$ cat config.mk
export PLATFORM = sky130hd
export DESIGN_NAME = accel_tilt_moving_average_top
export DESIGN_NICKNAME = d
export VERILOG_FILES = /design/src/atma_pkg.sv /design/src/accel_tilt_moving_average_top.sv
export SDC_FILE = /design/constraint.sdc
export NUM_CORES = 2
export LEC_CHECK = 0
export BUFFER_PORTS_ARGS = -buffer_cell sky130_fd_sc_hd__buf_2
export CAP_MARGIN = 20
export CORE_MARGIN = 4
export CORE_UTILIZATION = 58
export DETAILED_ROUTE_END_ITERATION = 10
export PLACE_DENSITY_LB_ADDON = 0.1
export SETUP_SLACK_MARGIN = 0.15
export SLEW_MARGIN = 30
export SYNTH_ARGS = -nofsm -noshare
export SYNTH_HDL_FRONTEND = slang
export SYNTH_SLANG_ARGS = --single-unit
$ cat constraint.sdc
create_clock -name aclk -period 15.75 [get_ports aclk]
set_input_delay 2.3625 -clock aclk [delete_from_list [all_inputs] [get_ports aclk]]
set_output_delay 2.3625 -clock aclk [all_outputs]
set_load 0.005 [all_outputs]
$ cat src/atma_pkg.sv
// Shared types, constants, the arctangent lookup and the output rounding function for the accelerometer tilt block.
// Depends on nothing; imported by accel_tilt_moving_average_top.
`default_nettype none

package atma_pkg;

    localparam int DEF_WINDOW       = 10;
    localparam int DEF_SAMPLE_BITS  = 16;
    localparam int DEF_CORDIC_STEPS = 16;

    localparam int ROLL_W    = 16;
    localparam int PITCH_W   = 15;
    localparam int ANG_W     = 20;
    localparam int FRAC      = 16;
    localparam int GAIN_W    = 16;
    localparam int TAB_IDX_W = 5;
    localparam int OUT_SHIFT = 3;

    typedef logic signed [ANG_W-1:0] ang_t;
    typedef logic [TAB_IDX_W-1:0]    tab_idx_t;

    localparam ang_t HALF_PI     = 20'sd102944;
    localparam ang_t ROLL_LIMIT  = 20'sd25736;
    localparam ang_t PITCH_LIMIT = 20'sd12868;
    localparam ang_t ANG_RND     = 20'sd4;

    localparam logic [GAIN_W-1:0] INV_GAIN = 16'd39797;

    function automatic ang_t atan_unit(input tab_idx_t idx);
        ang_t val;
        case (idx)
            5'd0:    val = 20'sd51472;
            5'd1:    val = 20'sd30386;
            5'd2:    val = 20'sd16055;
            5'd3:    val = 20'sd8150;
            5'd4:    val = 20'sd4091;
            5'd5:    val = 20'sd2047;
            5'd6:    val = 20'sd1024;
            5'd7:    val = 20'sd512;
            5'd8:    val = 20'sd256;
            5'd9:    val = 20'sd128;
            5'd10:   val = 20'sd64;
            5'd11:   val = 20'sd32;
            5'd12:   val = 20'sd16;
            5'd13:   val = 20'sd8;
            5'd14:   val = 20'sd4;
            5'd15:   val = 20'sd2;
            5'd16:   val = 20'sd1;
            default: val = '0;
        endcase
        return val;
    endfunction

    function automatic ang_t round_sat(input ang_t acc, input ang_t lim);
        ang_t val;
        val = (acc + ANG_RND) >>> OUT_SHIFT;
        if (val > lim) begin
            val = lim;
        end else if (val < -lim) begin
            val = -lim;
        end
        return val;
    endfunction

endpackage

`default_nettype wire

$ cat src/accel_tilt_moving_average_top.sv
// Tilt sensor top level: sample ring, running sums and a bit-serial CORDIC engine.
// Depends on atma_pkg (constants, arctangent table, output rounding).
//
// Usage:
//   Input channel s_valid/s_ready carries one beat per three-axis sample
//   (s_accel_x/y/z, SAMPLE_BITS signed each). Result channel m_valid/m_ready
//   carries one beat per sample: m_roll_angle (signed Q2.13) and
//   m_pitch_angle (signed Q1.13), both in radians.
//   Each sample enters a ring of the last WINDOW samples; per-axis running
//   sums feed two CORDIC vectoring passes (roll from y/z, then pitch from x
//   against the gain-compensated y/z magnitude).
//   The CORDIC datapath is bit-serial: one bit of both operands per cycle,
//   with operands W = SAMPLE_BITS + clog2(WINDOW) + 19 bits wide.
//   One sample is processed at a time; s_ready rises again together with
//   the result entering the output register, so the next sample is only
//   accepted once the previous result has left the engine.
//   A result waiting in the output register does not block the next
//   sample; if the receiver still stalls when the next result is done,
//   the engine holds until the output register frees.
//   Reset (aresetn low, synchronous) invalidates the ring and clears the sums,
//   the write position and any pending result; no clearing pass is needed.
`default_nettype none

module accel_tilt_moving_average_top
    import atma_pkg::*;
#(
    parameter int WINDOW       = DEF_WINDOW,
    parameter int SAMPLE_BITS  = DEF_SAMPLE_BITS,
    parameter int CORDIC_STEPS = DEF_CORDIC_STEPS
) (
    input  wire                           aclk,
    input  wire                           aresetn,
    input  wire                           s_valid,
    output logic                          s_ready,
    input  wire signed [SAMPLE_BITS-1:0]  s_accel_x,
    input  wire signed [SAMPLE_BITS-1:0]  s_accel_y,
    input  wire signed [SAMPLE_BITS-1:0]  s_accel_z,
    output logic                          m_valid,
    input  wire                           m_ready,
    output logic signed [ROLL_W-1:0]      m_roll_angle,
    output logic signed [PITCH_W-1:0]     m_pitch_angle
);

    localparam int SUM_W  = SAMPLE_BITS + $clog2(WINDOW);
    localparam int W      = SUM_W + 19;
    localparam int HI_W   = W - FRAC;
    localparam int KW     = $clog2(W);
    localparam int POS_W  = (WINDOW > 1) ? $clog2(WINDOW) : 1;
    localparam int STEP_W = $clog2(CORDIC_STEPS);
    localparam int LO_W   = FRAC + GAIN_W;
    localparam int RING_W = 3 * SAMPLE_BITS;

    localparam logic [LO_W-1:0] LO_RND = LO_W'(1) << (FRAC - 1);

    localparam logic [2:0] S_IDLE    = 3'd0;
    localparam logic [2:0] S_UPD     = 3'd1;
    localparam logic [2:0] S_LOAD    = 3'd2;
    localparam logic [2:0] S_ROT     = 3'd3;
    localparam logic [2:0] S_COMP_LO = 3'd4;
    localparam logic [2:0] S_COMP_HI = 3'd5;
    localparam logic [2:0] S_OUT     = 3'd6;

    logic [2:0]                    state_reg, state_next;
    logic signed [SAMPLE_BITS-1:0] smp_x_reg, smp_y_reg, smp_z_reg;
    logic [RING_W-1:0]             ring_mem [WINDOW];
    logic [RING_W-1:0]             ring_rd_reg;
    logic [WINDOW-1:0]             ring_vld_reg;
    logic [POS_W-1:0]              pos_reg;
    logic signed [SUM_W-1:0]       sum_x_reg, sum_y_reg, sum_z_reg;
    logic [W-1:0]                  a_reg, b_reg;
    ang_t                          acc_reg, roll_acc_reg;
    logic [KW-1:0]                 bit_reg;
    logic [STEP_W-1:0]             step_reg;
    logic                          pass_reg;
    logic                          roll_zero_reg, zero_reg;
    logic                          sa_reg, sb_reg, ca_reg, cb_reg;
    logic [GAIN_W-1:0]             comp_lo_reg;
    logic                          m_valid_reg;
    logic signed [ROLL_W-1:0]      m_roll_reg;
    logic signed [PITCH_W-1:0]     m_pitch_reg;

    logic                          old_vld;
    logic signed [SAMPLE_BITS-1:0] old_x, old_y, old_z;
    logic signed [SUM_W:0]         ry, rz, ld_a, ld_b;
    ang_t                          ld_acc;
    logic [KW:0]                   reach;
    logic                          in_rng, rot_first, rot_last_bit, rot_last_step;
    logic                          sa_now, sb_now, pos_dir;
    logic                          ta, tb, ta_op, tb_op, ca_in, cb_in;
    logic                          a_bit, b_bit, ca_out, cb_out;
    logic [LO_W-1:0]               lo_prod;
    logic [W-1:0]                  hi_prod, comp;
    logic                          mag_pos;
    logic                          out_free;
    ang_t                          pitch_acc;

    assign s_ready       = (state_reg == S_IDLE);
    assign m_valid       = m_valid_reg;
    assign m_roll_angle  = m_roll_reg;
    assign m_pitch_angle = m_pitch_reg;
    assign out_free      = !m_valid_reg || m_ready;

    // ring storage and registered read at the write position
    always_ff @(posedge aclk) begin
        if (state_reg == S_UPD) begin
            ring_mem[pos_reg] <= {smp_x_reg, smp_y_reg, smp_z_reg};
        end
        ring_rd_reg <= ring_mem[pos_reg];
    end

    always_comb begin
        old_vld = ring_vld_reg[pos_reg];
        old_x   = old_vld ? ring_rd_reg[RING_W-1 -: SAMPLE_BITS] : '0;
        old_y   = old_vld ? ring_rd_reg[2*SAMPLE_BITS-1 -: SAMPLE_BITS] : '0;
        old_z   = old_vld ? ring_rd_reg[SAMPLE_BITS-1:0] : '0;
    end

    // roll operands with the quadrant pre-rotation
    always_comb begin
        ry     = (SUM_W+1)'(sum_y_reg);
        rz     = (SUM_W+1)'(sum_z_reg);
        ld_a   = rz;
        ld_b   = ry;
        ld_acc = '0;
        if (rz[SUM_W]) begin
            if (!ry[SUM_W]) begin
                ld_a   = ry;
                ld_b   = -rz;
                ld_acc = HALF_PI;
            end else begin
                ld_a   = -ry;
                ld_b   = rz;
                ld_acc = -HALF_PI;
            end
        end
    end

    // bit-serial micro-rotation: both operands stream LSB first
    always_comb begin
        rot_first     = (bit_reg == '0);
        rot_last_bit  = (bit_reg == KW'(W - 1));
        rot_last_step = (step_reg == STEP_W'(CORDIC_STEPS - 1));
        reach         = {1'b0, bit_reg} + (KW+1)'(step_reg);
        in_rng        = reach < (KW+1)'(W);
        sa_now        = rot_first ? a_reg[W-1] : sa_reg;
        sb_now        = rot_first ? b_reg[W-1] : sb_reg;
        pos_dir       = !sb_now;
        ta            = in_rng ? b_reg[KW'(step_reg)] : sb_now;
        tb            = in_rng ? a_reg[KW'(step_reg)] : sa_now;
        ta_op         = pos_dir ? ta : !ta;
        tb_op         = pos_dir ? !tb : tb;
        ca_in         = rot_first ? !pos_dir : ca_reg;
        cb_in         = rot_first ? pos_dir : cb_reg;
        a_bit         = a_reg[0] ^ ta_op ^ ca_in;
        b_bit         = b_reg[0] ^ tb_op ^ cb_in;
        ca_out        = (a_reg[0] & ta_op) | (a_reg[0] & ca_in) | (ta_op & ca_in);
        cb_out        = (b_reg[0] & tb_op) | (b_reg[0] & cb_in) | (tb_op & cb_in);
    end

    // gain compensation of the roll magnitude, split over the S_COMP_LO and S_COMP_HI states
    always_comb begin
        lo_prod   = LO_W'(a_reg[FRAC-1:0]) * LO_W'(INV_GAIN) + LO_RND;
        hi_prod   = W'(a_reg[W-1:FRAC]) * W'(INV_GAIN);
        mag_pos   = !roll_zero_reg && !a_reg[W-1] && (a_reg != '0);
        comp      = mag_pos ? (hi_prod + W'(comp_lo_reg)) : '0;
        pitch_acc = zero_reg ? '0 : acc_reg;
    end

    always_comb begin
        state_next = state_reg;
        case (state_reg)
            S_IDLE: begin
                if (s_valid) begin
                    state_next = S_UPD;
                end
            end
            S_UPD:     state_next = S_LOAD;
            S_LOAD:    state_next = S_ROT;
            S_ROT: begin
                if (rot_last_bit && rot_last_step) begin
                    state_next = pass_reg ? S_OUT : S_COMP_LO;
                end
            end
            S_COMP_LO: state_next = S_COMP_HI;
            S_COMP_HI: state_next = S_ROT;
            S_OUT: begin
                if (out_free) begin
                    state_next = S_IDLE;
                end
            end
            default:   state_next = S_IDLE;
        endcase
    end

    always_ff @(posedge aclk) begin
        if (!aresetn) begin
            state_reg    <= S_IDLE;
            ring_vld_reg <= '0;
            pos_reg      <= '0;
            sum_x_reg    <= '0;
            sum_y_reg    <= '0;
            sum_z_reg    <= '0;
            m_valid_reg  <= 1'b0;
        end else begin
            state_reg <= state_next;
            if (m_valid_reg && m_ready && (state_reg != S_OUT)) begin
                m_valid_reg <= 1'b0;
            end
            case (state_reg)
                S_UPD: begin
                    sum_x_reg <= sum_x_reg + SUM_W'(smp_x_reg) - SUM_W'(old_x);
                    sum_y_reg <= sum_y_reg + SUM_W'(smp_y_reg) - SUM_W'(old_y);
                    sum_z_reg <= sum_z_reg + SUM_W'(smp_z_reg) - SUM_W'(old_z);
                    ring_vld_reg[pos_reg] <= 1'b1;
                    if (pos_reg == POS_W'(WINDOW - 1)) begin
                        pos_reg <= '0;
                    end else begin
                        pos_reg <= pos_reg + 1'b1;
                    end
                end
                S_OUT: begin
                    if (out_free) begin
                        m_valid_reg <= 1'b1;
                    end
                end
                default: begin
                end
            endcase
        end
    end

    always_ff @(posedge aclk) begin
        case (state_reg)
            S_IDLE: begin
                if (s_valid) begin
                    smp_x_reg <= s_accel_x;
                    smp_y_reg <= s_accel_y;
                    smp_z_reg <= s_accel_z;
                end
            end
            S_LOAD: begin
                a_reg         <= {HI_W'(ld_a), {FRAC{1'b0}}};
                b_reg         <= {HI_W'(ld_b), {FRAC{1'b0}}};
                acc_reg       <= ld_acc;
                roll_zero_reg <= (sum_y_reg == '0) && (sum_z_reg == '0);
                pass_reg      <= 1'b0;
                bit_reg       <= '0;
                step_reg      <= '0;
            end
            S_ROT: begin
                a_reg  <= {a_bit, a_reg[W-1:1]};
                b_reg  <= {b_bit, b_reg[W-1:1]};
                sa_reg <= sa_now;
                sb_reg <= sb_now;
                ca_reg <= ca_out;
                cb_reg <= cb_out;
                if (rot_first) begin
                    if (pos_dir) begin
                        acc_reg <= acc_reg + atan_unit(TAB_IDX_W'(step_reg));
                    end else begin
                        acc_reg <= acc_reg - atan_unit(TAB_IDX_W'(step_reg));
                    end
                end
                if (rot_last_bit) begin
                    bit_reg <= '0;
                    if (rot_last_step) begin
                        step_reg <= '0;
                        if (!pass_reg) begin
                            roll_acc_reg <= roll_zero_reg ? '0 : acc_reg;
                        end
                    end else begin
                        step_reg <= step_reg + 1'b1;
                    end
                end else begin
                    bit_reg <= bit_reg + 1'b1;
                end
            end
            S_COMP_LO: begin
                comp_lo_reg <= lo_prod[LO_W-1:FRAC];
            end
            S_COMP_HI: begin
                a_reg    <= comp;
                b_reg    <= {HI_W'(sum_x_reg), {FRAC{1'b0}}};
                acc_reg  <= '0;
                zero_reg <= (comp == '0) && (sum_x_reg == '0);
                pass_reg <= 1'b1;
                bit_reg  <= '0;
                step_reg <= '0;
            end
            S_OUT: begin
                if (out_free) begin
                    m_roll_reg  <= ROLL_W'(round_sat(roll_acc_reg, ROLL_LIMIT));
                    m_pitch_reg <= PITCH_W'(round_sat(pitch_acc, PITCH_LIMIT));
                end
            end
            default: begin
            end
        endcase
    end

    a_accept_starts_update: assert property (@(posedge aclk) disable iff (!aresetn)
        (s_valid && s_ready) |=> (state_reg == S_UPD))
        else $error("accepted beat did not start the sum update");

    a_bit_count_range: assert property (@(posedge aclk) disable iff (!aresetn)
        (state_reg == S_ROT) |-> (bit_reg <= KW'(W - 1)))
        else $error("bit counter beyond operand width");

    a_pos_range: assert property (@(posedge aclk) disable iff (!aresetn)
        pos_reg <= POS_W'(WINDOW - 1))
        else $error("ring write position beyond window");

    a_roll_range: assert property (@(posedge aclk) disable iff (!aresetn)
        m_valid_reg |-> ((ANG_W'(m_roll_reg) <= ROLL_LIMIT)
                         && (ANG_W'(m_roll_reg) >= -ROLL_LIMIT)))
        else $error("roll result outside its range");

    a_result_after_pass: assert property (@(posedge aclk) disable iff (!aresetn)
        $rose(m_valid_reg) |-> ($past(state_reg) == S_OUT))
        else $error("result raised outside the output state");

endmodule

`default_nettype wire
==> metrics.yaml <==
status: "finished clean"
dpl.hpwl_um: 86700
wire_per_inst_um: 21.4
syn_nets: 5208
cts.sink_count: 850
grt_pass1_wl_um: 195000
dp_slack_ns: 7.99
drc: 0
cp_max_fo: 7
period_share_pct: 50.1
gp_congestion: 0.927
fp.dieH_um: 310
dieArea_um2: 96300
drtPass1Iterations: 6
fp.dieW_um: 310
ys_async_sr_fraction_pct: 0
finalSetupViolations: 0
relSlewSlack_pct: 32.3
cts-buffers-inserted: 91
path_class: "register to register"
yosysTopAreaCellShare_pct: 40.1
path_clk_slew_ns: 0.07
synth.area.top_cells: "edfxtp_1 (40%), fa_1 (13%), ha_1 (9.5%)"
yosys_register_bits: 850
drv_slew: 0
grt_usage_pct: 26.4
yosys_most_used_dff: "edfxtp_1"
ys_seq_area_share_pct: 45.5
crit_required_ns: 16.29
grt_pass1_vias: 33800
synth_area_um2: 53000
slowest_stage: "a2111oi_0"
clk_path_buf_depth: 3
syn_to_final_growth_pct: 8.92
rr_worst_depth: 22
largest_register_ffs: 480
cts_tree: "built"
vias_per_cell: 5.75
rrSetupSlack_ns: 7.86
syn_avg_cell_area_um2: 12.0
cts_setup_buffers: 0
crit_family: "adder cells"
overflow: 0
r2r_start: "a_reg[23]"
end_kind: "register"
hold_end: "ring_vld_reg[8]"
cpMostUsedCell: "fa_1"
hold_class: "register to register"
fin_setup_tns_ns: 0
timing.fmax_ghz: 0.127
grt_start_max_net_pins: 101
finalNetCount: 5281
path_cells: "inv_1 -> fa_1 -> fa_1 -> fa_1 -> fa_1 -> inv_1 -> fa_1 -> inv_1 -> fa_1 -> inv_1 -> ha_1 -> nand3_1 -> a2111oi_0 -> and2_4 -> nor3_2 -> xnor2_1 -> or4_1 -> or4_1 -> o31a_1 -> nor4_1 -> and4b_1 -> and3_1"
cts_root_buffer: "clkbuf_16"
critPathMaxStageDelay_ns: 0.64
ctsResizeCount: 0
drv_cap: 0
core_area_um2: 90300
yosys_warnings: 0
crit_buf_inv: 4
vias: 33000
htree_levels: 3
synth_cell_types: 81
rsz0062_at_grt: "false"
holdPathStages: 1
pin_count: 85
rows: 110
synth_top_cell_by_area: "edfxtp_1"
synth-edff-count: 708
worst_slack_ns: 7.86
r2r_end: "zero_reg"
drt_iter0_markers: 2325
min-delay-start: "ring_vld_reg[8]"
hold_violations: 0
skew_ns: 0.0342
initial_core_util_pct: 58.7
antenna_found_initial: 3
portBuffers: 84
postCtsHoldBufs: 0
critPathLaunchType: "register"
drive_above_1_share_pct: 9.34
worstPathArrival_ns: 8.43
postRouteAntennaNets: 0
tightest_slew_ns: 1.01
clkLatencyLatePin_ns: 0.67
synth_cells: 4414
drt_wl_total_um: 123000
min_period_ns: 7.89
[layer usage]
layer	share of wire (%)	vias to the layer above	global-route usage, %
met4	3.3	4	8.23
met1	43	16500	36.1
met5	0.024	-	0
li1	-	15500	-
met3	4.9	202	3.45
met2	48	789	44.4
[logic make-up after synthesis]
family                     synth area share (%)
muxes                                      5.83
DFF                                        45.5
xor gates and xnor gates                   3.12
buffers and inverters                      6.21
AOI/OAI and AO/OA                          8.65
and+or+nand+nor                            8.41
adders and majority gates                  22.3
[placed cells by master (no fill, tap or decap), drive strengths merged, types with 60 or more instances in the layout]
| cell | Yosys | final |
|---|---|---|
| nor3 | 61 | 61 |
| and2 | 97 | 97 |
| mux2i | 60 | 60 |
| xnor2 | 112 | 112 |
| nand2 | 218 | 218 |
| xor2 | 77 | 77 |
| edfxtp | 708 | 708 |
| buf | 24 | 125 |
| inv | 718 | 720 |
| o21ai | 212 | 212 |
| dfxtp | 142 | 142 |
| nor2b | 100 | 100 |
| a21oi | 175 | 175 |
| ha | 404 | 404 |
| nand3 | 65 | 65 |
| fa | 338 | 338 |
| nor2 | 147 | 147 |
| mux4 | 108 | 108 |
| clkbuf | 121 | 135 |
| a211oi | 69 | 69 |
[layout make-up]
class	count	area [um2]
antenna	1	2.50
inverter	718	2700
timing repair buffer	126	749
clock inverter	34	405
sequential	850	24100
fill	7042	32600
tap	1176	1470
multi-input combinational	2700	25700
clock buffer	134	2560
[metrics by stage]
step	instance area (um2)	hold WS, ns	cells	util, %
2_1_floorplan	53000	0.435	4414	-
3_3_place_gp	54700	0.442	5569	60.6
3_5_place_dp	54800	0.452	5569	60.6
4_1_cts	57700	0.467	5737	63.9
5_1_grt	57700	0.493	5738	63.9
6_report	57700	0.466	5739	63.9
[cell usage after synthesis (24+ instances only)]
cell type and number:
inv_1 717, edfxtp_1 708, ha_1 404, fa_1 338
nand2_1 218, o21ai_0 207, a21oi_1 174, nor2_1 146
dfxtp_1 142, clkbuf_1 119, xnor2_1 112, mux4_2 108
nor2b_1 100, and2_1 94, xor2_1 77, a211oi_1 66
nand3_1 65, mux2i_1 60, nor3_1 58, a21o_1 41
and3_1 38, o21a_1 32, or3_1 30, nand4_1 28
a31oi_1 26, nand2b_1 25, o31ai_1 25, buf_1 24
[worst max path at each step]
stage	startpoint	endpoint	slack [ns]	cells after the start
global route	a_reg[23]	zero_reg	7.48	22
detailed placement	a_reg[23]	zero_reg	7.99	22
floorplan	a_reg[24]	zero_reg	8.79	22
finish	a_reg[23]	zero_reg	7.86	22
global placement	a_reg[23]	zero_reg	8.02	22
CTS	a_reg[23]	zero_reg	7.97	22
[worst reg2reg max path, delay by kind of cell, from the launching register on]
| kind | cells | cell delay, ns |
|---|---|---|
| compound gates | 2 | 0.94 |
| xor+xnor | 1 | 0.13 |
| fa+ha+maj | 7 | 3.47 |
| buf+inv | 4 | 0.41 |
| flops | 1 | 0.60 |
| simple gates | 8 | 2.25 |
Power is left out: the tool's default activity adds up to more than one toggle a clock period on the data nets, which glitch-free logic cannot reach.
